<file path="src/itra_pkg.sv">
package itra_pkg;

  localparam int VALUE_BITS_DEF = 64;
  localparam int MAX_DIGITS_DEF = 22;
  localparam int MAX_WIDTH_DEF  = 62;

  localparam int DIGIT_W = 4;
  localparam int WIDTH_W = 6;
  localparam int LIMIT_W = 5;

  // base_sel codes of the input transaction
  localparam logic [1:0] BASE_OCT = 2'd0;
  localparam logic [1:0] BASE_DEC = 2'd1;
  localparam logic [1:0] BASE_HEX = 2'd2;

  localparam logic [7:0] CHAR_ZERO  = 8'h30;
  localparam logic [7:0] CHAR_SPACE = 8'h20;
  localparam logic [7:0] CHAR_MINUS = 8'h2D;
  localparam logic [7:0] CHAR_UP_A  = 8'h41;
  localparam logic [7:0] CHAR_LO_A  = 8'h61;

  typedef enum logic [1:0] {
    RADIX_OCT,
    RADIX_DEC,
    RADIX_HEX
  } radix_e;

  typedef enum logic [2:0] {
    ST_IDLE,
    ST_START,
    ST_WAIT,
    ST_PREP,
    ST_SIGN,
    ST_PAD,
    ST_DIGIT
  } state_e;

  typedef struct packed {
    logic   load;
    logic   start;
    radix_e radix;
  } div_cmd_t;

  typedef struct packed {
    logic               done;
    logic [DIGIT_W-1:0] digit;
    logic               q_zero;
  } div_sts_t;

  function automatic logic [7:0] digit_char(input logic [DIGIT_W-1:0] d, input logic upper);
    logic [7:0] base_ch;
    begin
      if (d < DIGIT_W'(10)) begin
        digit_char = CHAR_ZERO + {4'b0, d};
      end else begin
        base_ch    = upper ? CHAR_UP_A : CHAR_LO_A;
        digit_char = base_ch + {4'b0, d} - 8'd10;
      end
    end
  endfunction

endpackage

</file>
<file path="src/itra_div.sv">
// one digit per start: shift for octal/hex, bit-serial long division for decimal
module itra_div import itra_pkg::*; #(
  parameter int VALUE_BITS = VALUE_BITS_DEF
) (
  input  logic                  clk_i,
  input  logic                  rst_ni,
  input  div_cmd_t              cmd_i,
  input  logic [VALUE_BITS-1:0] value_i,
  output div_sts_t              sts_o
);

  localparam int CNT_W = $clog2(VALUE_BITS);

  logic [VALUE_BITS-1:0] q_q;
  logic [DIGIT_W-1:0]    r_q;
  logic [DIGIT_W-1:0]    digit_q;
  logic [CNT_W-1:0]      cnt_q;
  logic                  busy_q;
  logic                  done_q;

  logic [DIGIT_W:0]      r_shift;
  logic                  q_bit;
  logic [DIGIT_W-1:0]    r_next;

  // partial remainder stays below ten, so one compare and subtract per bit
  assign r_shift = {r_q, q_q[VALUE_BITS-1]};
  assign q_bit   = (r_shift >= (DIGIT_W+1)'(10));
  assign r_next  = q_bit ? DIGIT_W'(r_shift - (DIGIT_W+1)'(10)) : r_shift[DIGIT_W-1:0];

  always_ff @(posedge clk_i or negedge rst_ni) begin
    if (!rst_ni) begin
      busy_q <= 1'b0;
      done_q <= 1'b0;
      cnt_q  <= '0;
    end else begin
      done_q <= 1'b0;
      if (cmd_i.start && cmd_i.radix == RADIX_DEC) begin
        busy_q <= 1'b1;
        cnt_q  <= '0;
      end else if (cmd_i.start) begin
        done_q <= 1'b1;
      end else if (busy_q) begin
        cnt_q <= cnt_q + 1'b1;
        if (cnt_q == CNT_W'(VALUE_BITS - 1)) begin
          busy_q <= 1'b0;
          done_q <= 1'b1;
        end
      end
    end
  end

  always_ff @(posedge clk_i) begin
    if (cmd_i.load) begin
      q_q <= value_i;
    end else if (cmd_i.start) begin
      case (cmd_i.radix)
        RADIX_OCT: begin
          digit_q <= {1'b0, q_q[2:0]};
          q_q     <= q_q >> 3;
        end
        RADIX_DEC: begin
          r_q <= '0;
        end
        default: begin
          digit_q <= q_q[3:0];
          q_q     <= q_q >> 4;
        end
      endcase
    end else if (busy_q) begin
      r_q <= r_next;
      q_q <= {q_q[VALUE_BITS-2:0], q_bit};
      if (cnt_q == CNT_W'(VALUE_BITS - 1)) begin
        digit_q <= r_next;
      end
    end
  end

  assign sts_o.done   = done_q;
  assign sts_o.digit  = digit_q;
  assign sts_o.q_zero = (q_q == '0);

endmodule

</file>
<file path="src/itra_stack.sv">
// digit stack: digits pushed least significant first, popped most significant first
module itra_stack import itra_pkg::*; #(
  parameter int MAX_DIGITS = MAX_DIGITS_DEF
) (
  input  logic               clk_i,
  input  logic               push_i,
  input  logic               pop_i,
  input  logic [DIGIT_W-1:0] digit_i,
  output logic [DIGIT_W-1:0] top_o
);

  logic [DIGIT_W-1:0] st_q [MAX_DIGITS];

  always_ff @(posedge clk_i) begin
    if (push_i) begin
      st_q[0] <= digit_i;
      for (int i = 1; i < MAX_DIGITS; i++) begin
        st_q[i] <= st_q[i-1];
      end
    end else if (pop_i) begin
      for (int i = 0; i < MAX_DIGITS - 1; i++) begin
        st_q[i] <= st_q[i+1];
      end
    end
  end

  assign top_o = st_q[0];

endmodule

</file>
<file path="src/integer_to_radix_ascii_unit.sv">
// octal/hex digits come from a shift, decimal digits from bit-serial long division
// by ten; then a prep state, then one character per cycle while the output is not stalled
// throughput: one number at a time; the next transaction is taken once the last
// character is loaded into the output register
// reset: rst_ni asynchronous active low clears the sequencer, counters and output valid
module integer_to_radix_ascii_unit import itra_pkg::*; #(
  parameter int VALUE_BITS = VALUE_BITS_DEF,
  parameter int MAX_DIGITS = MAX_DIGITS_DEF,
  parameter int MAX_WIDTH  = MAX_WIDTH_DEF
) (
  input  logic        clk_i,
  input  logic        rst_ni,
  // value[63:0], base_sel[65:64], is_signed[66], min_width[72:67], pad_zero[73],
  // upper_case[74], digit_limit[79:75]
  input  logic [79:0] s_axis_tdata,
  input  logic        s_axis_tvalid,
  output logic        s_axis_tready,
  // out_char[7:0]
  output logic [7:0]  m_axis_tdata,
  output logic        m_axis_tlast,
  output logic        m_axis_tvalid,
  input  logic        m_axis_tready
);

  localparam int DCNT_W = $clog2(MAX_DIGITS + 1);

  // input fields
  logic [VALUE_BITS-1:0] in_value;
  logic [1:0]            in_base;
  logic                  in_signed;
  logic [WIDTH_W-1:0]    in_width;
  logic                  in_padz;
  logic                  in_upper;
  logic [LIMIT_W-1:0]    in_limit;

  assign in_value  = s_axis_tdata[VALUE_BITS-1:0];
  assign in_base   = s_axis_tdata[65:64];
  assign in_signed = s_axis_tdata[66];
  assign in_width  = s_axis_tdata[72:67];
  assign in_padz   = s_axis_tdata[73];
  assign in_upper  = s_axis_tdata[74];
  assign in_limit  = s_axis_tdata[79:75];

  state_e             state_q, state_d;
  logic               neg_q;
  radix_e             radix_q;
  logic               upper_q;
  logic               padz_q;
  logic [WIDTH_W-1:0] width_q;
  logic [DCNT_W-1:0]  lim_q;
  logic [DCNT_W-1:0]  dcnt_q;
  logic [WIDTH_W-1:0] pad_cnt_q;
  logic               m_valid_q;
  logic [7:0]         m_data_q;
  logic               m_last_q;

  logic                  in_acc;
  logic                  out_free;
  logic                  in_neg;
  logic [VALUE_BITS-1:0] in_mag;
  radix_e                in_radix;
  logic [WIDTH_W-1:0]    pad_calc;
  logic [WIDTH_W-1:0]    dcnt_ext;
  logic                  lim_hit;

  div_cmd_t           div_cmd;
  div_sts_t           div_sts;
  logic               push;
  logic               pop;
  logic [DIGIT_W-1:0] top_digit;

  logic               out_load;
  logic [7:0]         out_char;
  logic               out_last;

  assign in_acc   = s_axis_tvalid && s_axis_tready;
  // output register takes a new character when empty or being drained this cycle
  assign out_free = !m_valid_q || m_axis_tready;

  // sign test and negation at the full value width
  assign in_neg = in_signed && in_value[VALUE_BITS-1];
  assign in_mag = in_neg ? (~in_value + 1'b1) : in_value;

  always_comb begin
    case (in_base)
      BASE_OCT: in_radix = RADIX_OCT;
      BASE_DEC: in_radix = RADIX_DEC;
      default:  in_radix = RADIX_HEX;  // unused code behaves as hex
    endcase
  end

  assign dcnt_ext = WIDTH_W'(dcnt_q);
  assign pad_calc = (width_q > dcnt_ext) ? (width_q - dcnt_ext) : '0;
  assign lim_hit  = (DCNT_W'(dcnt_q + 1'b1) == lim_q);

  // next state
  always_comb begin
    state_d = state_q;
    case (state_q)
      ST_IDLE: begin
        if (in_acc) state_d = ST_START;
      end
      ST_START: begin
        state_d = ST_WAIT;
      end
      ST_WAIT: begin
        if (div_sts.done) begin
          state_d = (div_sts.q_zero || lim_hit) ? ST_PREP : ST_START;
        end
      end
      ST_PREP: begin
        if (neg_q)                state_d = ST_SIGN;
        else if (pad_calc != '0)  state_d = ST_PAD;
        else                      state_d = ST_DIGIT;
      end
      ST_SIGN: begin
        if (out_free) state_d = (pad_cnt_q != '0) ? ST_PAD : ST_DIGIT;
      end
      ST_PAD: begin
        if (out_free && pad_cnt_q == WIDTH_W'(1)) state_d = ST_DIGIT;
      end
      ST_DIGIT: begin
        if (out_free && dcnt_q == DCNT_W'(1)) state_d = ST_IDLE;
      end
      default: state_d = ST_IDLE;
    endcase
  end

  // outputs of the sequencer
  always_comb begin
    s_axis_tready = 1'b0;
    div_cmd.load  = 1'b0;
    div_cmd.start = 1'b0;
    div_cmd.radix = radix_q;
    push          = 1'b0;
    pop           = 1'b0;
    out_load      = 1'b0;
    out_char      = CHAR_MINUS;
    out_last      = 1'b0;
    case (state_q)
      ST_IDLE: begin
        s_axis_tready = 1'b1;
        div_cmd.load  = in_acc;
      end
      ST_START: begin
        div_cmd.start = 1'b1;
      end
      ST_WAIT: begin
        push = div_sts.done;
      end
      ST_SIGN: begin
        out_load = out_free;
      end
      ST_PAD: begin
        out_load = out_free;
        out_char = padz_q ? CHAR_ZERO : CHAR_SPACE;
      end
      ST_DIGIT: begin
        out_load = out_free;
        pop      = out_free;
        out_char = digit_char(top_digit, upper_q);
        out_last = (dcnt_q == DCNT_W'(1));
      end
      default: begin
      end
    endcase
  end

  always_ff @(posedge clk_i or negedge rst_ni) begin
    if (!rst_ni) begin
      state_q   <= ST_IDLE;
      neg_q     <= 1'b0;
      radix_q   <= RADIX_DEC;
      upper_q   <= 1'b0;
      padz_q    <= 1'b0;
      width_q   <= '0;
      lim_q     <= '0;
      dcnt_q    <= '0;
      pad_cnt_q <= '0;
      m_valid_q <= 1'b0;
      m_last_q  <= 1'b0;
    end else begin
      state_q <= state_d;
      if (in_acc) begin
        neg_q   <= in_neg;
        radix_q <= in_radix;
        upper_q <= in_upper;
        padz_q  <= in_padz;
        // width saturates, a zero or oversized limit means the full digit count
        width_q <= (in_width > WIDTH_W'(MAX_WIDTH)) ? WIDTH_W'(MAX_WIDTH) : in_width;
        lim_q   <= (in_limit == '0 || in_limit > LIMIT_W'(MAX_DIGITS)) ?
                   DCNT_W'(MAX_DIGITS) : DCNT_W'(in_limit);
        dcnt_q  <= '0;
      end else if (push) begin
        dcnt_q <= dcnt_q + 1'b1;
      end else if (pop) begin
        dcnt_q <= dcnt_q - 1'b1;
      end
      if (state_q == ST_PREP) begin
        pad_cnt_q <= pad_calc;
      end else if (state_q == ST_PAD && out_free) begin
        pad_cnt_q <= pad_cnt_q - 1'b1;
      end
      if (out_load) begin
        m_valid_q <= 1'b1;
        m_last_q  <= out_last;
      end else if (m_axis_tready) begin
        m_valid_q <= 1'b0;
      end
    end
  end

  always_ff @(posedge clk_i) begin
    if (out_load) m_data_q <= out_char;
  end

  assign m_axis_tvalid = m_valid_q;
  assign m_axis_tdata  = m_data_q;
  assign m_axis_tlast  = m_last_q;

  itra_div #(
    .VALUE_BITS(VALUE_BITS)
  ) u_div (
    .clk_i  (clk_i),
    .rst_ni (rst_ni),
    .cmd_i  (div_cmd),
    .value_i(in_mag),
    .sts_o  (div_sts)
  );

  itra_stack #(
    .MAX_DIGITS(MAX_DIGITS)
  ) u_stack (
    .clk_i  (clk_i),
    .push_i (push),
    .pop_i  (pop),
    .digit_i(div_sts.digit),
    .top_o  (top_digit)
  );

  // digit collection never runs past the limit
  a_dcnt_below_limit: assert property (@(posedge clk_i) disable iff (!rst_ni)
    (state_q == ST_WAIT) |-> (dcnt_q < lim_q))
    else $error("digit count reached limit while dividing");

  // digit emission only with digits left on the stack
  a_digits_left: assert property (@(posedge clk_i) disable iff (!rst_ni)
    (state_q == ST_DIGIT) |-> (dcnt_q != '0))
    else $error("digit emission with empty stack");

  // padding phase only with pad characters outstanding
  a_pad_left: assert property (@(posedge clk_i) disable iff (!rst_ni)
    (state_q == ST_PAD) |-> (pad_cnt_q != '0))
    else $error("pad phase with zero pad count");

  // the final character of a number is always a digit
  a_last_after_digit: assert property (@(posedge clk_i) disable iff (!rst_ni)
    (out_load && out_last) |-> (state_q == ST_DIGIT))
    else $error("last flag outside digit phase");

endmodule

</file>
<file path="config.mk">
export PLATFORM = sky130hd
export DESIGN_NAME = integer_to_radix_ascii_unit
export DESIGN_NICKNAME = d
export VERILOG_FILES = /design/src/itra_pkg.sv /design/src/itra_div.sv /design/src/itra_stack.sv /design/src/integer_to_radix_ascii_unit.sv
export SDC_FILE = /design/constraint.sdc
export NUM_CORES = 1
export LEC_CHECK = 0
export CAP_MARGIN = 20
export CORE_UTILIZATION = 30
export DETAILED_ROUTE_END_ITERATION = 10
export DONT_BUFFER_PORTS = 1
export SKIP_CTS_REPAIR_TIMING = 1
export SLEW_MARGIN = 30
export SYNTH_ARGS = -nofsm -noshare
export SYNTH_HDL_FRONTEND = slang
export SYNTH_HIERARCHICAL = 1
export SYNTH_SLANG_ARGS = --single-unit
</file>
<file path="constraint.sdc">
create_clock -name clk_i -period 4.6 [get_ports clk_i]
set_input_delay 0.92 -clock clk_i [delete_from_list [all_inputs] [get_ports clk_i]]
set_output_delay 0.92 -clock clk_i [all_outputs]
set_load 0.03 [all_outputs]
</file>
After elaboration in Yosys (flattened, before gate mapping)
Memory sizes are Yosys's and may differ from the RTL's.
Index checks and enable logic that the tools add are counted.
Widths: inputs -> output; s select.

word-level totals
  flip-flop bits (word level) = 120
  memory bits (writable) = 88
  input bits = 84
  output and inout bits = 11
  logic and storage cells = 190
  memories kept = 1

cells by class
  $add $sub $neg = 10
  order comparisons = 5
  equality and inequality tests = 21
  mux-type cells = 82
  bitwise logic cells = 23
  reduce and logical (&&, ||, !) cells = 30

memory list
  memory        depth  width  read ports  clocked after Yosys merged registers in  wr ports  line              RTL
  u_stack.st_q  22     4      22          0                                        22        itra_stack.sv:12  logic [DIGIT_W-1:0] st_q [MAX_DIGITS];

operators by type and width
  kind                   count
  $mux 64                4
  $pmux 64 s2            1
  $mux 4                 28
  $add 64x1->64 const B  1
  $logic_not 64->1       1
  $not 64->64            1
  $mux 6                 8
  $mux 5                 5
  $mux 1                 22
  $or 1x1->1             21
  $pmux 3 s7             1
  $pmux 8 s2             1
  $mux 3                 5
  $ne 2x2->1 const B     7
  $reduce_bool 6->1      2
  $reduce_bool 2->1      5
  $eq 3x3->1 const B     3
  $add 7x4->8            1
  $mux 2                 4
  $mux 8                 1
  $pmux 4 s2             1
  $sub 8x4->8 const B    1
  $add 6x4->7 const A    1
  $add 6x1->6 const B    1
  other kinds (33)       45

Depth between registers and ports, before layout
  depth in word-level cells = 7
  gate-level depth with buffers = 9
  mapped depth without buffers = 9

Modules after synthesis
The synthesis kept the hierarchy.

modules (own cells, without submodules)
  module                       times used  cells each  area an instance (µm²)  sequential area each (µm²)
  itra_div                     1           517         4984.8                  2362.3
  integer_to_radix_ascii_unit  1           519         4087.7                  1012.2
  itra_stack                   1           187         4066.4                  2642.5

Least setup slack after synthesis
Ideal clock, no wire load.

  path type = flip-flop to flip-flop
  start point = register state_q[1]
  end point = register u_div.q_q[0] (enable)
  setup time = 0.499 ns
  arrival time = 4.378 ns
  required time = 4.101 ns
  slack = -0.277 ns
  stages on the path, launching flop included = 9
  buffers on the path = 4
  period minus slack after synthesis = 4.877 ns
  cell sequence = dfrtp_1 clkbuf_1 nor3_1 nand2_1 clkinv_1 clkbuf_1 clkbuf_1 clkbuf_1 o21bai_1

RTL lines
  element                   line                                RTL
  start: declaration        integer_to_radix_ascii_unit.sv:44   state_e state_q, state_d;
  start signal: assignment  integer_to_radix_ascii_unit.sv:183  state_q <= state_d;
  end signal: assignment    itra_div.sv:54                      q_q <= value_i;
  end signal: assignment    itra_div.sv:59                      q_q <= q_q >> 3;
  end signal: assignment    itra_div.sv:66                      q_q <= q_q >> 4;
  end: declaration          itra_div.sv:14                      logic [VALUE_BITS-1:0] q_q;

==> impl_metrics.toml <==
[floorplanning]
io_pins = 95
die-area_um2 = 44600
die_width_um = 211
coreArea_um2 = 43200
initial_core_util_pct = 30.4
rows = 76
die_y_um = 211

[sta]
setup_viol = 0
setup_ws_ps = 1450
fin_tns_setup_ps = 0
grt_setup_unrepaired = "false"
fmax_mhz = 318
drv_slew = 0
fin_crit_sh_pct = 68.4
hold_viol = 0
tightest_slew_ps = 943
max-slew-margin-rel_pct = 36.6
fin_crit_ps = 3150
skew_ps = 22.1

[yosys]
synth-warning-count = 6
synth_top_area_share_pct = 38.2
synth_top_flop_cell = "edfxtp_1"
ys_types = 86
yosysSeqAreaShare_pct = 45.8
synth_cells = 1223
synth-seq-cells = 207
synth_edf_count = 167
synth-async-reset-ratio_pct = 19.3
synth_area_per_cell_um2 = 10.7
yosys.area.top_type = "edfxtp_1"
post_synth_instance_area_um2 = 13100
synth.most_common_cell = "edfxtp_1"
synth_nets = 1322
synth.area.top_cells = "edfxtp_1 38%, mux2_4 8.0%, dfrtp_1 7.4%"
synthTopCellsByCount = "167 x edfxtp_1, 123 x nand2_1, 112 x nor2_1"

[global_route]
grt_pass1_wl_mm = 51.8
grt_overflow_total = 0
antenna_found_initial = 0
grt_usage_pct = 14.3
grt_max_degree = 70
grt_pass1_vias = 9256

[cells_and_area]
syn2layout_area_growth_pct = 8.54
drive_gt1_share_pct = 14.1
nets = 1282
fill_cells = 4399
diodes = 0

[critical_path]
crit_chain = "nand2_1, nor2_1, nand2_1, inv_1, nand2b_4, buf_4, mux2_4"
slowest_delay_ps = 680
crit_path_start_kind = "flip-flop"
slowest_stage = "dfrtp_1"
cp.arrival_ps = 3400
cpMostUsedCell = "nand2_1"
required_ps = 4850
end_kind = "flip-flop"
crit_fanout = 39
crit_type = "flip-flop to flip-flop"

[route]
vias = 9438
antenna_left = 0
vias_per_cell = 5.29
drc = 0
wire_per_inst_um = 18.1
drtIter0Drc = 867
first_pass_iters = 5
drt_wl_total_mm = 32.3

[clocking]
h-tree-depth = 1
clk_root_buffer_cell = "clkbuf_16"
cts_tree = "done"
insertion_delay_ps = 520
clockBufferDepth = 3
clock-sinks = 207
cts_buffers = 24
clkTransAtPathRegs_ps = 60

[hold_path]
hold_class = "primary input to async pin"

[place]
pre_cts_slack_ps = 1190
dp_hpwl_mm = 22.1
io_buffers = 0
gp_congestion = 0.842

[power]
vdd_drop_max_mv = 0.342
power_leakage_nw = 5.06
powerDensity_nw_per_um2 = 658

[outcome]
status = "completed"

[flow_run]
maxCapViolCount = 0
## area by class of cell
class                      instances  area [µm²]  share of cell area, %
sequential                       207        6020                   42.2
tap                              585         732                   5.13
timing repair buffer              15         133                  0.930
inverter                          28         108                  0.755
clock buffer                      34         679                   4.76
clock inverter                     9        67.6                  0.474
multi-input combinational        907        6520                   45.7
## per-layer routing
metal,track usage (%),vias up,wire [µm]
met5,0,-,0
met4,2.35,0,331
met3,2.90,26,2050
met2,21.6,240,14400
met1,21.1,4638,15600
li1,-,4534,-
## state kept, by name, indices dropped and copies added, names as in the netlist
name and cells:
upper_q 1, m_axis_tdata 7, m_axis_tvalid 1, u_stack/st_q 88, m_axis_tlast 1, dcnt_q 5
u_div/q_q 64, pad_cnt_q 6, padz_q 1, u_div/r_q 4, u_div/done_q 1, u_div/cnt_q 6
width_q 6, lim_q 5, u_div/digit_q 4, neg_q 1, u_div/busy_q 1, radix_q 2
state_q 3
## report_power, final
part	switching, W	internal (W)	total [W]	leakage [nW]
combinational	0.00214	0.00153	0.00366	2.61
sequential	0.000767	0.00312	0.00388	2.07
clock	0.000753	0.00108	0.00183	0.371
total	0.00366	0.00572	0.00938	5.06
## final timing paths
path | from | to | slack, ps | cells past startpoint
worst max-delay path | state_q[2] | u_stack/st_q[0][28] | 1450 | 7
worst min-delay path | rst_ni | lim_q[3] | 90 | 0
worst max register to register | state_q[2] | u_stack/st_q[0][28] | 1450 | 7
worst min register to register | u_stack/st_q[0][81] | u_stack/st_q[0][85] | 450 | 0
max in group asynchronous | rst_ni | radix_q[0] | 4330 | 0
min in group clk_i | u_stack/st_q[0][81] | u_stack/st_q[0][85] | 450 | 0
## metrics by stage
step	cell area, µm²	total power [W]	hold slack, ps	std cells	util [%]
global route	14300	0.00998	68.2	1785	33.0
global placement	13500	0.00745	427	1741	31.2
CTS	14300	0.00942	66.4	1785	33.0
finish	14300	0.00938	91.8	1785	33.0
floorplan	13100	0.00675	422	1223	-
detailed placement	13500	0.00755	440	1742	31.3
## logic make-up after synthesis
group | share of synthesized area, %
other | 0.0285
flip-flops | 45.8
buffers and inverters | 4.84
adder cells (fa/ha/maj) | 1.49
multiplexers | 9.76
AND/OR/NAND/NOR | 15.4
XOR/XNOR | 4.87
AO/OA/AOI/OAI | 17.8
## layout by cell type (no fill, tap or decap), drive strengths merged, types with 21 or more instances in the layout
master,Yosys,layout
a211oi,63,63
a21oi,40,40
clkbuf,33,34
dfrtp,39,39
edfxtp,167,167
inv,27,28
mux2,87,87
nand2,123,123
nor2,113,113
nor3,21,21
nor4,34,34
o21a,64,64
o21ai,32,32
o31ai,71,71
xnor2,34,34
xor2,39,39
## critical path: cells and delay by family, from the launching register on
family,cells,cell delay (ps)
DFF,1,680
muxes,1,340
and+or+nand+nor,4,1170
buffers and inverters,2,680
No activity file was read; power rests on OpenSTA's default activity.
